**src/design/uets_pkg.sv**
```systemverilog
// Package for the USB endpoint transfer sequencer: event codes, result codes,
// classified-event and result structs shared by front end, back end and top.
`timescale 1ns / 1ps
package uets_pkg;

    typedef enum logic [2:0] {
        MODE_START_IN  = 3'd0,
        MODE_START_OUT = 3'd1,
        MODE_ACK       = 3'd2,
        MODE_NAK       = 3'd3,
        MODE_SETUP     = 3'd4,
        MODE_SET_ADDR  = 3'd5,
        MODE_STALL     = 3'd6,
        MODE_UNUSED    = 3'd7
    } t_mode;

    localparam logic [1:0] COPY_NONE    = 2'd0;
    localparam logic [1:0] COPY_TO_FIFO = 2'd1;
    localparam logic [1:0] COPY_TO_BUF  = 2'd2;

    localparam logic [1:0] DONE_NONE  = 2'd0;
    localparam logic [1:0] DONE_IN    = 2'd1;
    localparam logic [1:0] DONE_OUT   = 2'd2;
    localparam logic [1:0] DONE_SETUP = 2'd3;

    localparam logic [2:0] CFG_IN_LIMIT   = 3'd0;
    localparam logic [2:0] CFG_OUT_LIMIT  = 3'd1;
    localparam logic [2:0] CFG_OUT_MASK   = 3'd2;
    localparam logic [2:0] CFG_NAK_WAIT   = 3'd3;
    localparam logic [2:0] CFG_NAK_GIVEUP = 3'd4;

    // Event kinds after classification by the front end.
    typedef enum logic [3:0] {
        EV_NONE,
        EV_START_IN,
        EV_START_OUT,
        EV_IN_ACK,
        EV_OUT_ACK,
        EV_NAK_OUT,
        EV_NAK_IN,
        EV_SETUP,
        EV_SET_ADDR,
        EV_STALL
    } t_ev;

    typedef struct packed {
        t_ev         ev;
        logic [2:0]  ep;
        logic [6:0]  lim;
        logic [15:0] len;
        logic [6:0]  bytes;
        logic [6:0]  addr;
    } t_cmd;

    typedef struct packed {
        logic [2:0]  event_endpoint;
        logic        arm;
        logic [6:0]  arm_length;
        logic [1:0]  copy_kind;
        logic [15:0] copy_offset;
        logic [6:0]  copy_length;
        logic [1:0]  completion;
        logic [15:0] received_total;
        logic        stall_res;
        logic        address_write;
        logic [6:0]  new_address;
    } t_res;

    typedef enum logic [2:0] {
        ST_IDLE,
        ST_READ,
        ST_DIV,
        ST_WRITE,
        ST_EMIT
    } t_state;

endpackage

```
**src/design/uets_front.sv**
```systemverilog
// Front end: holds configuration, classifies endpoint events into commands
// and selects the packet limit. Depends on uets_pkg.
`timescale 1ns / 1ps
module uets_front
    import uets_pkg::*;
#(
    parameter int ENDPOINT_COUNT  = 7,
    parameter int EP0_PACKET_SIZE = 64
) (
    input  logic        i_clk,
    input  logic        i_rst_n,
    input  logic        i_cfg_valid,
    input  logic [2:0]  i_cfg_index,
    input  logic [6:0]  i_cfg_data,
    input  logic [2:0]  i_mode,
    input  logic [2:0]  i_endpoint,
    input  logic        i_ep0_out_token,
    input  logic [15:0] i_transfer_length,
    input  logic [6:0]  i_packet_bytes,
    input  logic [6:0]  i_device_address,
    output t_cmd        o_cmd,
    output logic [3:0]  o_nak_wait,
    output logic [3:0]  o_nak_giveup
);
    logic [6:0] r_in_lim, r_out_lim, r_mask;
    logic [3:0] r_wait, r_giveup;
    logic       ep_ok, is_out, use_out;
    logic [6:0] raw;

    always_ff @(posedge i_clk) begin
        if (!i_rst_n) begin
            r_in_lim <= 7'd64;
            r_out_lim <= 7'd64;
            r_mask <= '0;
            r_wait <= 4'd2;
            r_giveup <= 4'd10;
        end else if (i_cfg_valid) begin
            case (i_cfg_index)
                CFG_IN_LIMIT:   r_in_lim <= i_cfg_data;
                CFG_OUT_LIMIT:  r_out_lim <= i_cfg_data;
                CFG_OUT_MASK:   r_mask <= i_cfg_data;
                CFG_NAK_WAIT:   r_wait <= i_cfg_data[3:0];
                CFG_NAK_GIVEUP: r_giveup <= i_cfg_data[3:0];
                default: ;
            endcase
        end
    end

    assign o_nak_wait = r_wait;
    assign o_nak_giveup = r_giveup;

    always_comb begin
        ep_ok = (32'(i_endpoint) < ENDPOINT_COUNT);
        is_out = (i_endpoint != 3'd7) && r_mask[i_endpoint];
        o_cmd.ep = i_endpoint;
        o_cmd.len = i_transfer_length;
        o_cmd.bytes = i_packet_bytes;
        o_cmd.addr = i_device_address;
        o_cmd.ev = EV_NONE;
        use_out = 1'b0;
        case (t_mode'(i_mode))
            MODE_START_IN:  if (ep_ok) o_cmd.ev = EV_START_IN;
            MODE_START_OUT: if (ep_ok) begin
                o_cmd.ev = EV_START_OUT;
                use_out = 1'b1;
            end
            MODE_ACK: if (ep_ok) begin
                use_out = (i_endpoint == 3'd0) ? i_ep0_out_token : is_out;
                o_cmd.ev = use_out ? EV_OUT_ACK : EV_IN_ACK;
            end
            MODE_NAK: if (ep_ok && i_endpoint != 3'd0)
                o_cmd.ev = is_out ? EV_NAK_OUT : EV_NAK_IN;
            MODE_SETUP:    begin o_cmd.ev = EV_SETUP; o_cmd.ep = '0; end
            MODE_SET_ADDR: begin o_cmd.ev = EV_SET_ADDR; o_cmd.ep = '0; end
            MODE_STALL:    begin o_cmd.ev = EV_STALL; o_cmd.ep = '0; end
            default: ;
        endcase
        raw = use_out ? r_out_lim : r_in_lim;
        if (i_endpoint == 3'd0) o_cmd.lim = 7'(EP0_PACKET_SIZE);
        else if (raw == 7'd0) o_cmd.lim = 7'd1;
        else if (raw > 7'd64) o_cmd.lim = 7'd64;
        else o_cmd.lim = raw;
    end
endmodule

```
**src/design/uets_back.sv**
```systemverilog
// Back end: per-endpoint transfer state and the sequencer that carries out
// one command, including a bit-serial packet-count divider. Uses uets_pkg.
`timescale 1ns / 1ps
module uets_back
    import uets_pkg::*;
#(
    parameter int ENDPOINT_COUNT = 7
) (
    input  logic       i_clk,
    input  logic       i_rst_n,
    input  logic       i_cmd_valid,
    output logic       o_cmd_ready,
    input  t_cmd       i_cmd,
    input  logic [3:0] i_nak_wait,
    input  logic [3:0] i_nak_giveup,
    output logic       o_res_valid,
    input  logic       i_res_ready,
    output t_res       o_res
);
    localparam int EW = $clog2(ENDPOINT_COUNT);

    logic [15:0] r_tx_size [ENDPOINT_COUNT];
    logic [15:0] r_tx_sent [ENDPOINT_COUNT];
    logic [6:0]  r_tx_last [ENDPOINT_COUNT];
    logic [15:0] r_tx_off  [ENDPOINT_COUNT];
    logic [15:0] r_rx_rem  [ENDPOINT_COUNT];
    logic [15:0] r_rx_recv [ENDPOINT_COUNT];
    logic [15:0] r_rx_pk   [ENDPOINT_COUNT];
    logic [15:0] r_rx_off  [ENDPOINT_COUNT];
    logic [3:0]  r_nak     [ENDPOINT_COUNT];
    logic [6:0]  r_pend;

    t_state r_state, n_state;
    t_cmd   r_cmd;
    t_res   r_res, n_res;
    logic [EW-1:0] r_ix;
    logic [15:0] r_size, r_sent, r_toff, r_rem, r_recv, r_pk, r_roff;
    logic [6:0]  r_last;
    logic [3:0]  r_nk;
    // Divider: quotient in r_q, partial remainder r_dr, dividend bits r_dd.
    logic [16:0] r_dd;
    logic [15:0] r_q;
    logic [6:0]  r_dr;
    logic [4:0]  r_cnt;

    // Values computed from the latched entry for the write step.
    logic [15:0] sent_n, avail, rem_n, recv_n, pk_n, roff_n, toff_n;
    logic [6:0]  n_in, n_rx, first_n;
    logic [7:0]  trial;

    always_comb begin
        sent_n = r_sent + 16'(r_last);
        avail = (sent_n < r_size) ? r_size - sent_n : 16'd0;
        n_in = (avail > 16'(r_cmd.lim)) ? r_cmd.lim : avail[6:0];
        toff_n = r_toff + 16'(r_last);
        n_rx = (r_cmd.bytes > r_cmd.lim) ? r_cmd.lim : r_cmd.bytes;
        if (16'(n_rx) > r_rem) n_rx = r_rem[6:0];
        rem_n = r_rem - 16'(n_rx);
        roff_n = r_roff + 16'(n_rx);
        recv_n = r_recv + 16'(n_rx);
        pk_n = (r_pk != 16'd0) ? r_pk - 16'd1 : 16'd0;
        first_n = (r_cmd.len > 16'(r_cmd.lim)) ? r_cmd.lim : r_cmd.len[6:0];
        trial = {r_dr, r_dd[16]} - {1'b0, r_cmd.lim};
    end

    // Result of the command, taken into r_res at the write step.
    always_comb begin
        n_res = '0;
        n_res.event_endpoint = r_cmd.ep;
        case (r_cmd.ev)
            EV_START_IN: begin
                n_res.arm = 1'b1;
                n_res.arm_length = first_n;
                n_res.copy_kind = COPY_TO_FIFO;
                n_res.copy_length = first_n;
            end
            EV_START_OUT: n_res.arm = 1'b1;
            EV_IN_ACK: begin
                if (r_ix == '0 && r_pend != 7'd0) begin
                    n_res.address_write = 1'b1;
                    n_res.new_address = r_pend;
                    n_res.stall_res = 1'b1;
                end
                if (avail != 16'd0) begin
                    n_res.arm = 1'b1;
                    n_res.arm_length = n_in;
                    n_res.copy_kind = COPY_TO_FIFO;
                    n_res.copy_offset = toff_n;
                    n_res.copy_length = n_in;
                end else begin
                    n_res.completion = DONE_IN;
                end
            end
            EV_OUT_ACK: begin
                if (n_rx != 7'd0) begin
                    n_res.copy_kind = COPY_TO_BUF;
                    n_res.copy_offset = r_roff;
                    n_res.copy_length = n_rx;
                end
                if (n_rx < r_cmd.lim || pk_n == 16'd0) n_res.completion = DONE_OUT;
                else n_res.arm = 1'b1;
                n_res.received_total = recv_n;
            end
            EV_NAK_OUT: n_res.arm = 1'b1;
            EV_NAK_IN: if (r_nk != 4'd0) begin
                if (r_nk > i_nak_giveup) n_res.completion = DONE_IN;
                else if (r_nk > i_nak_wait) n_res.arm = 1'b1;
            end
            EV_SETUP: n_res.completion = DONE_SETUP;
            EV_STALL: n_res.stall_res = 1'b1;
            default: ;
        endcase
    end

    always_comb begin
        n_state = r_state;
        case (r_state)
            ST_IDLE:  if (i_cmd_valid) n_state = ST_READ;
            ST_READ:  n_state = (r_cmd.ev == EV_START_OUT) ? ST_DIV : ST_WRITE;
            ST_DIV:   if (r_cnt == 5'd0) n_state = ST_WRITE;
            ST_WRITE: n_state = ST_EMIT;
            ST_EMIT:  if (i_res_ready) n_state = ST_IDLE;
            default:  n_state = ST_IDLE;
        endcase
    end

    assign o_cmd_ready = (r_state == ST_IDLE);
    assign o_res_valid = (r_state == ST_EMIT);
    assign o_res = r_res;

    always_ff @(posedge i_clk) begin
        if (!i_rst_n) r_state <= ST_IDLE;
        else r_state <= n_state;
    end

    always_ff @(posedge i_clk) begin
        if (!i_rst_n) begin
            for (int e = 0; e < ENDPOINT_COUNT; e++) begin
                r_tx_size[e] <= '0; r_tx_sent[e] <= '0; r_tx_last[e] <= '0;
                r_tx_off[e] <= '0; r_rx_rem[e] <= '0; r_rx_recv[e] <= '0;
                r_rx_pk[e] <= '0; r_rx_off[e] <= '0; r_nak[e] <= '0;
            end
            r_pend <= '0;
        end else begin
            case (r_state)
                ST_IDLE: if (i_cmd_valid) begin
                    r_cmd <= i_cmd;
                    r_ix <= EW'(i_cmd.ep);
                end
                ST_READ: begin
                    r_size <= r_tx_size[r_ix]; r_sent <= r_tx_sent[r_ix];
                    r_last <= r_tx_last[r_ix]; r_toff <= r_tx_off[r_ix];
                    r_rem <= r_rx_rem[r_ix];   r_recv <= r_rx_recv[r_ix];
                    r_pk <= r_rx_pk[r_ix];     r_roff <= r_rx_off[r_ix];
                    r_nk <= r_nak[r_ix];
                    // ceil(len / lim) as floor((len + lim - 1) / lim)
                    r_dd <= 17'(r_cmd.len) + 17'(r_cmd.lim) - 17'd1;
                    r_dr <= '0;
                    r_q <= '0;
                    r_cnt <= 5'd17;
                end
                ST_DIV: if (r_cnt != 5'd0) begin
                    if (!trial[7]) begin
                        r_dr <= trial[6:0];
                        r_q <= {r_q[14:0], 1'b1};
                    end else begin
                        r_dr <= {r_dr[5:0], r_dd[16]};
                        r_q <= {r_q[14:0], 1'b0};
                    end
                    r_dd <= {r_dd[15:0], 1'b0};
                    r_cnt <= r_cnt - 5'd1;
                end
                ST_WRITE: begin
                    r_res <= n_res;
                    case (r_cmd.ev)
                        EV_START_IN: begin
                            r_tx_size[r_ix] <= r_cmd.len;
                            r_tx_sent[r_ix] <= '0;
                            r_tx_off[r_ix] <= '0;
                            r_nak[r_ix] <= 4'd1;
                            r_tx_last[r_ix] <= first_n;
                        end
                        EV_START_OUT: begin
                            r_rx_rem[r_ix] <= r_cmd.len;
                            r_rx_pk[r_ix] <= (r_cmd.len == 16'd0) ? 16'd1 : r_q;
                            r_rx_recv[r_ix] <= '0;
                            r_rx_off[r_ix] <= '0;
                        end
                        EV_IN_ACK: begin
                            if (r_ix != '0) r_nak[r_ix] <= '0;
                            else if (r_pend != 7'd0) r_pend <= '0;
                            r_tx_sent[r_ix] <= sent_n;
                            if (avail != 16'd0) begin
                                r_tx_off[r_ix] <= toff_n;
                                r_tx_last[r_ix] <= n_in;
                            end else begin
                                r_tx_last[r_ix] <= '0;
                            end
                        end
                        EV_OUT_ACK: begin
                            if (r_ix != '0) r_nak[r_ix] <= '0;
                            r_rx_rem[r_ix] <= rem_n;
                            r_rx_off[r_ix] <= roff_n;
                            r_rx_recv[r_ix] <= recv_n;
                            r_rx_pk[r_ix] <= pk_n;
                        end
                        EV_NAK_IN: if (r_nk != 4'd0) begin
                            if (r_nk > i_nak_giveup) r_nak[r_ix] <= '0;
                            else if (r_nk != 4'd15) r_nak[r_ix] <= r_nk + 4'd1;
                        end
                        EV_SETUP: begin
                            r_tx_size[0] <= '0; r_tx_sent[0] <= '0;
                            r_tx_last[0] <= '0; r_rx_rem[0] <= '0;
                            r_rx_recv[0] <= '0; r_rx_pk[0] <= '0;
                        end
                        EV_SET_ADDR: r_pend <= r_cmd.addr;
                        default: ;
                    endcase
                end
                default: ;
            endcase
        end
    end
endmodule

```
**src/design/usb_endpoint_transfer_sequencer.sv**
```systemverilog
// Top level of the USB endpoint transfer sequencer: front end, a two-entry
// command queue, and back end with a result register. Depends on uets_pkg.
//
// Channel | Direction | Handshake               | Payload
// event   | in        | push / full             | mode, endpoint, token, lengths, address
// result  | out       | empty / pop             | eleven result fields
// config  | in        | i_cfg_valid/o_cfg_ready | index, data
//
// In the back end an event passes through take, read entry, write and show,
// and a start OUT event also passes through the bit-serial packet-count
// divide. Reset is synchronous and clears all endpoint state, the pending
// address and the queue. The front end classifies events into a two-entry
// queue, so a new event beat is taken while the back end works or while its
// result waits for a pop; the block stalls on push only when that queue is full.
`timescale 1ns / 1ps
module usb_endpoint_transfer_sequencer
    import uets_pkg::*;
#(
    parameter int ENDPOINT_COUNT  = 7,
    parameter int EP0_PACKET_SIZE = 64
) (
    input  logic        i_clk,
    input  logic        i_rst_n,
    input  logic        push,
    output logic        full,
    input  logic [2:0]  i_mode,
    input  logic [2:0]  i_endpoint,
    input  logic        i_ep0_out_token,
    input  logic [15:0] i_transfer_length,
    input  logic [6:0]  i_packet_bytes,
    input  logic [6:0]  i_device_address,
    output logic        empty,
    input  logic        pop,
    output logic [2:0]  o_event_endpoint,
    output logic        o_arm,
    output logic [6:0]  o_arm_length,
    output logic [1:0]  o_copy_kind,
    output logic [15:0] o_copy_offset,
    output logic [6:0]  o_copy_length,
    output logic [1:0]  o_completion,
    output logic [15:0] o_received_total,
    output logic        o_stall_res,
    output logic        o_address_write,
    output logic [6:0]  o_new_address,
    input  logic        i_cfg_valid,
    output logic        o_cfg_ready,
    input  logic [2:0]  i_cfg_index,
    input  logic [6:0]  i_cfg_data
);
    t_cmd       front_cmd;
    t_cmd       r_q [2];
    logic       r_wp, r_rp;
    logic [1:0] r_cnt;
    logic [3:0] nak_wait, nak_giveup;
    logic       back_ready, res_valid;
    t_res       res;
    logic       do_push, do_take;

    // Configuration is taken whenever the block is out of reset; the user
    // only writes while idle.
    assign o_cfg_ready = i_rst_n;

    uets_front #(
        .ENDPOINT_COUNT (ENDPOINT_COUNT),
        .EP0_PACKET_SIZE(EP0_PACKET_SIZE)
    ) u_front (
        .i_clk            (i_clk),
        .i_rst_n          (i_rst_n),
        .i_cfg_valid      (i_cfg_valid),
        .i_cfg_index      (i_cfg_index),
        .i_cfg_data       (i_cfg_data),
        .i_mode           (i_mode),
        .i_endpoint       (i_endpoint),
        .i_ep0_out_token  (i_ep0_out_token),
        .i_transfer_length(i_transfer_length),
        .i_packet_bytes   (i_packet_bytes),
        .i_device_address (i_device_address),
        .o_cmd            (front_cmd),
        .o_nak_wait       (nak_wait),
        .o_nak_giveup     (nak_giveup)
    );

    // Two-entry command queue between front and back.
    assign full = (r_cnt == 2'd2);
    assign do_push = push && !full;
    assign do_take = back_ready && (r_cnt != 2'd0);

    always_ff @(posedge i_clk) begin
        if (!i_rst_n) begin
            r_wp <= 1'b0;
            r_rp <= 1'b0;
            r_cnt <= '0;
        end else begin
            if (do_push) r_wp <= ~r_wp;
            if (do_take) r_rp <= ~r_rp;
            r_cnt <= r_cnt + 2'(do_push) - 2'(do_take);
        end
    end

    always_ff @(posedge i_clk) begin
        if (do_push) r_q[r_wp] <= front_cmd;
    end

    uets_back #(
        .ENDPOINT_COUNT(ENDPOINT_COUNT)
    ) u_back (
        .i_clk       (i_clk),
        .i_rst_n     (i_rst_n),
        .i_cmd_valid (r_cnt != 2'd0),
        .o_cmd_ready (back_ready),
        .i_cmd       (r_q[r_rp]),
        .i_nak_wait  (nak_wait),
        .i_nak_giveup(nak_giveup),
        .o_res_valid (res_valid),
        .i_res_ready (pop),
        .o_res       (res)
    );

    assign empty = !res_valid;
    assign o_event_endpoint = res.event_endpoint;
    assign o_arm = res.arm;
    assign o_arm_length = res.arm_length;
    assign o_copy_kind = res.copy_kind;
    assign o_copy_offset = res.copy_offset;
    assign o_copy_length = res.copy_length;
    assign o_completion = res.completion;
    assign o_received_total = res.received_total;
    assign o_stall_res = res.stall_res;
    assign o_address_write = res.address_write;
    assign o_new_address = res.new_address;
endmodule

```
**config.mk**
```make
export PLATFORM = sky130hd
export DESIGN_NAME = usb_endpoint_transfer_sequencer
export DESIGN_NICKNAME = d
export VERILOG_FILES = /design/src/design/uets_pkg.sv /design/src/design/uets_front.sv /design/src/design/uets_back.sv /design/src/design/usb_endpoint_transfer_sequencer.sv
export SDC_FILE = /design/constraint.sdc
export NUM_CORES = 2
export LEC_CHECK = 0
export ABC_AREA = 1
export BUFFER_PORTS_ARGS = -buffer_cell sky130_fd_sc_hd__buf_2
export CAP_MARGIN = 30
export CORE_MARGIN = 2
export CORE_UTILIZATION = 45
export DETAILED_ROUTE_END_ITERATION = 10
export GPL_TIMING_DRIVEN = 0
export SLEW_MARGIN = 20
export SYNTH_ARGS = -nofsm -noshare
export SYNTH_HDL_FRONTEND = slang
export SYNTH_HIERARCHICAL = 1
export SYNTH_SLANG_ARGS = --single-unit
```
**constraint.sdc**
```tcl
create_clock -name i_clk -period 8.3 [get_ports i_clk]
set_input_delay 0.415 -clock i_clk [delete_from_list [all_inputs] [get_ports i_clk]]
set_output_delay 0.415 -clock i_clk [all_outputs]
set_load 0.01 [all_outputs]
```
==> flow_summary_export.csv <==
group,metric,value,unit
routing,drt_iter0_markers,6099,
critical_path,worstSetupStartpointType,"flop",
pwr,clkPwrFrac,31.6,%
pwr,power.share.sequential,41.1,%
timing,fmax,129.6,MHz
pwr,power_frac_comb,27.3,%
logic_synthesis,synth_seq_cells,1391,
place,globalplace.congestion,0.9502,
timing,rsz0062_at_grt,"false",
min_path,hold_class,"input port to flop",
routing,vias,49640,
timing,period_share,92.95,%
global_routing,antenna_found_initial,9,
place,place_inst,8385,
logic_synthesis,seq_area_frac_synth,62.81,%
routing,drc,0,
logic_synthesis,synth_edf_count,1224,
logic_synthesis,synthArstFlopShare,0,%
critical_path,end_kind,"flop",
pwr,netSwitchingFraction,33.88,%
global_routing,grt_pass1_wl,308500,um
floorplanning,die_x,380.7,um
timing,setup_slack,585.5,ps
logic_synthesis,syn-num-nets,6548,
clock_tree,h-tree-depth,4,
place,portBuffers,87,
timing,fin_tns_setup,0,ps
clock_tree,cts_buffers,149,
clock_tree,clock_sinks,1391,
logic_synthesis,ys_types,65,
final_layout,layout.nets,6886,
timing,finClkSkew,40.72,ps
global_routing,grt_pass1_vias,46780,
global_routing,overflow,0,
pwr,leakage,0.02704,uW
clock_tree,path_clk_slew,60,ps
floorplanning,dieArea,144900,um2
final_layout,synthToLayoutAreaGrowth,14.26,%
clock_tree,cts_tree,"yes",
pwr,p_sw,7033,uW
routing,antenna_left,0,
floorplanning,coreArea,141200,um2
critical_path,cp_max_fo,10,
critical_path,required,8950,ps
critical_path,path_common_cell,"nand2_1",
clock_tree,ctsHoldBuffers,41,
pwr,ir_drop,170.4,uV
pwr,power_density,284.6,nW/um2
critical_path,critPathArrivalTime,8370,ps
timing,hold_violations,0,
timing,worst_hold_slack,56.56,ps
logic_synthesis,synthesis.instances,6356,
place,pre_cts_ws,1028,ps
floorplanning,start_util,45.20,%
clock_tree,root_buffer,"clkbuf_16",
final_layout,layout_common_cells,"nor2_1, edfxtp_1, o21ai_0",
critical_path,max_stage_delay,600,ps
final_layout,instances_no_fill,8712,
clock_tree,insertion_delay,810,ps
logic_synthesis,yosys_most_used_dff,"edfxtp_1",
pwr,internal-power,13730,uW
routing,wl,214300,um
clock_tree,clock_path_buffers,3,
critical_path,worstSetupPathType,"flop to flop",
clock_tree,cts_resized,0,
floorplanning,die_y,380.7,um
timing,report.final.slew_viol_count,0,
final_layout,final_common_cell,"nor2_1",
timing,finalSetupViolCount,0,
logic_synthesis,yosysWarnings,6,
logic_synthesis,synth_area,63840,um2
routing,drtPass1Iterations,7,
timing,period_needed,7714,ps
run_status,status,"finished clean",
logic_synthesis,avgSynthCellArea,10.04,um2
global_routing,grt_usage,28.93,%
timing,worst_pin_slew,1149,ps
critical_path,cpMaxStageDelayCell,"nor3_1",
pwr,p_total,20760,uW
run,maxCapViolCount,0,
floorplanning,rows,138,
global_routing,grt_max_degree,46,
clock_tree,cts_setup_buffers,0,
routing,wl_per_cell,24.60,um
routing,via_per_inst,5.698,
place,dp_hpwl,153600,um
floorplanning,io-pin-count,118,
timing,max_slew_margin,23.42,%
final_layout,drive_above_1_share,8.695,%
==> power by group through the flow <==
stage / logic, uW / registers, uW / clock network (uW)
final: 5660 / 8530 / 6570
after global routing: 6100 / 8570 / 6920
after CTS: 5530 / 8520 / 6650
after detailed placement: 5480 / 8660 / 0
after global placement: 5310 / 8720 / 0
after floorplan: 3440 / 8580 / 0
==> through the flow <==
| step | area, um2 | util [%] |
|---|---|---|
| after detailed placement | 67610 | 47.87 |
| after floorplan | 63840 | - |
| after global routing | 72940 | 51.64 |
| after global placement | 66640 | 47.18 |
| after CTS | 72850 | 51.58 |
| final | 72950 | 51.65 |
==> critical path, delay by kind of cell (launching register included) <==
kind | cells | cell delay [ps]
flip-flops | 1 | 580
buffers and inverters | 8 | 2000
adder cells (fa/ha/maj) | 3 | 1320
AO/OA/AOI/OAI | 10 | 1530
AND/OR/NAND/NOR | 14 | 2100
==> path summary, 6_finish.rpt <==
kind                          start                     end  slack (ps)  cells after the start
setup reg to reg   u_back/r_cmd[32]  u_back/r_rx_rem[3][14]         590                     35
setup / recovery   u_back/r_cmd[32]  u_back/r_rx_rem[3][14]         590                     35
hold reg to reg   u_front/r_mask[0]       u_front/r_mask[0]         460                      2
hold / removal       i_cfg_index[1]    u_front/r_out_lim[6]          60                      3
==> synthesized netlist by cell type, drive strengths merged (47+ instances only) <==
| library cell | count | share of area (%) |
|---|---|---|
| a21oi | 263 | 2.1 |
| a31oi | 133 | 1.3 |
| buf | 108 | 1.0 |
| clkbuf | 254 | 1.5 |
| dfxtp | 167 | 5.2 |
| edfxtp | 1224 | 58 |
| ha | 132 | 2.6 |
| inv | 521 | 3.1 |
| nand2 | 529 | 3.2 |
| nand3 | 132 | 1.1 |
| nor2 | 1745 | 10 |
| nor3 | 47 | 0.43 |
| o21ai | 710 | 5.6 |
| o22ai | 143 | 1.4 |
==> area by class of cell <==
class / instances / area, um2
inverters: 526 / 1976
diodes: 2 / 5.005
fillers: 12890 / 68290
plain buffers: 362 / 1643
clock buffers: 218 / 4240
multi-input cells: 4077 / 20290
clock inverters: 59 / 584.3
repair buffers: 187 / 1740
well taps: 1890 / 2365
flip-flops and latches: 1391 / 40100
==> registers in the layout, summed over array words and instances (netlist names), 17 cells and up, named ones only <==
register	flops
u_back/r_tx_last	56
r_q	88
u_back/r_nak	32
u_back/r_tx_off	128
u_back/r_rx_off	128
u_back/r_tx_sent	128
u_back/r_cmd	41
u_back/r_tx_size	128
u_back/r_rx_recv	128
u_back/r_dd	17
u_back/r_rx_rem	128
u_back/o_res	63
u_back/r_rx_pk	128
==> cell families (layout without fill, tap and decap cells) <==
logic type / after synthesis / after routing / synth area share [%]
AO/OA/AOI/OAI: 1306 / 1306 / 11.06
flip-flops: 1391 / 1391 / 62.81
AND/OR/NAND/NOR: 2526 / 2526 / 15.81
multiplexers: 44 / 44 / 1.011
adder cells (fa/ha/maj): 140 / 140 / 2.838
buffers and inverters: 888 / 1352 / 5.634
XOR/XNOR: 61 / 61 / 0.8368
other: 0 / 2 / 0
==> routing by layer <==
metal	part of all wire, %	up-vias	global-route usage, %
li1	-	22480	-
met1	39	24070	38.52
met2	45	2639	45.09
met3	11	447	6.751
met4	4.7	12	13.10
met5	0.037	-	0
Power figures use the tool's default switching activity.
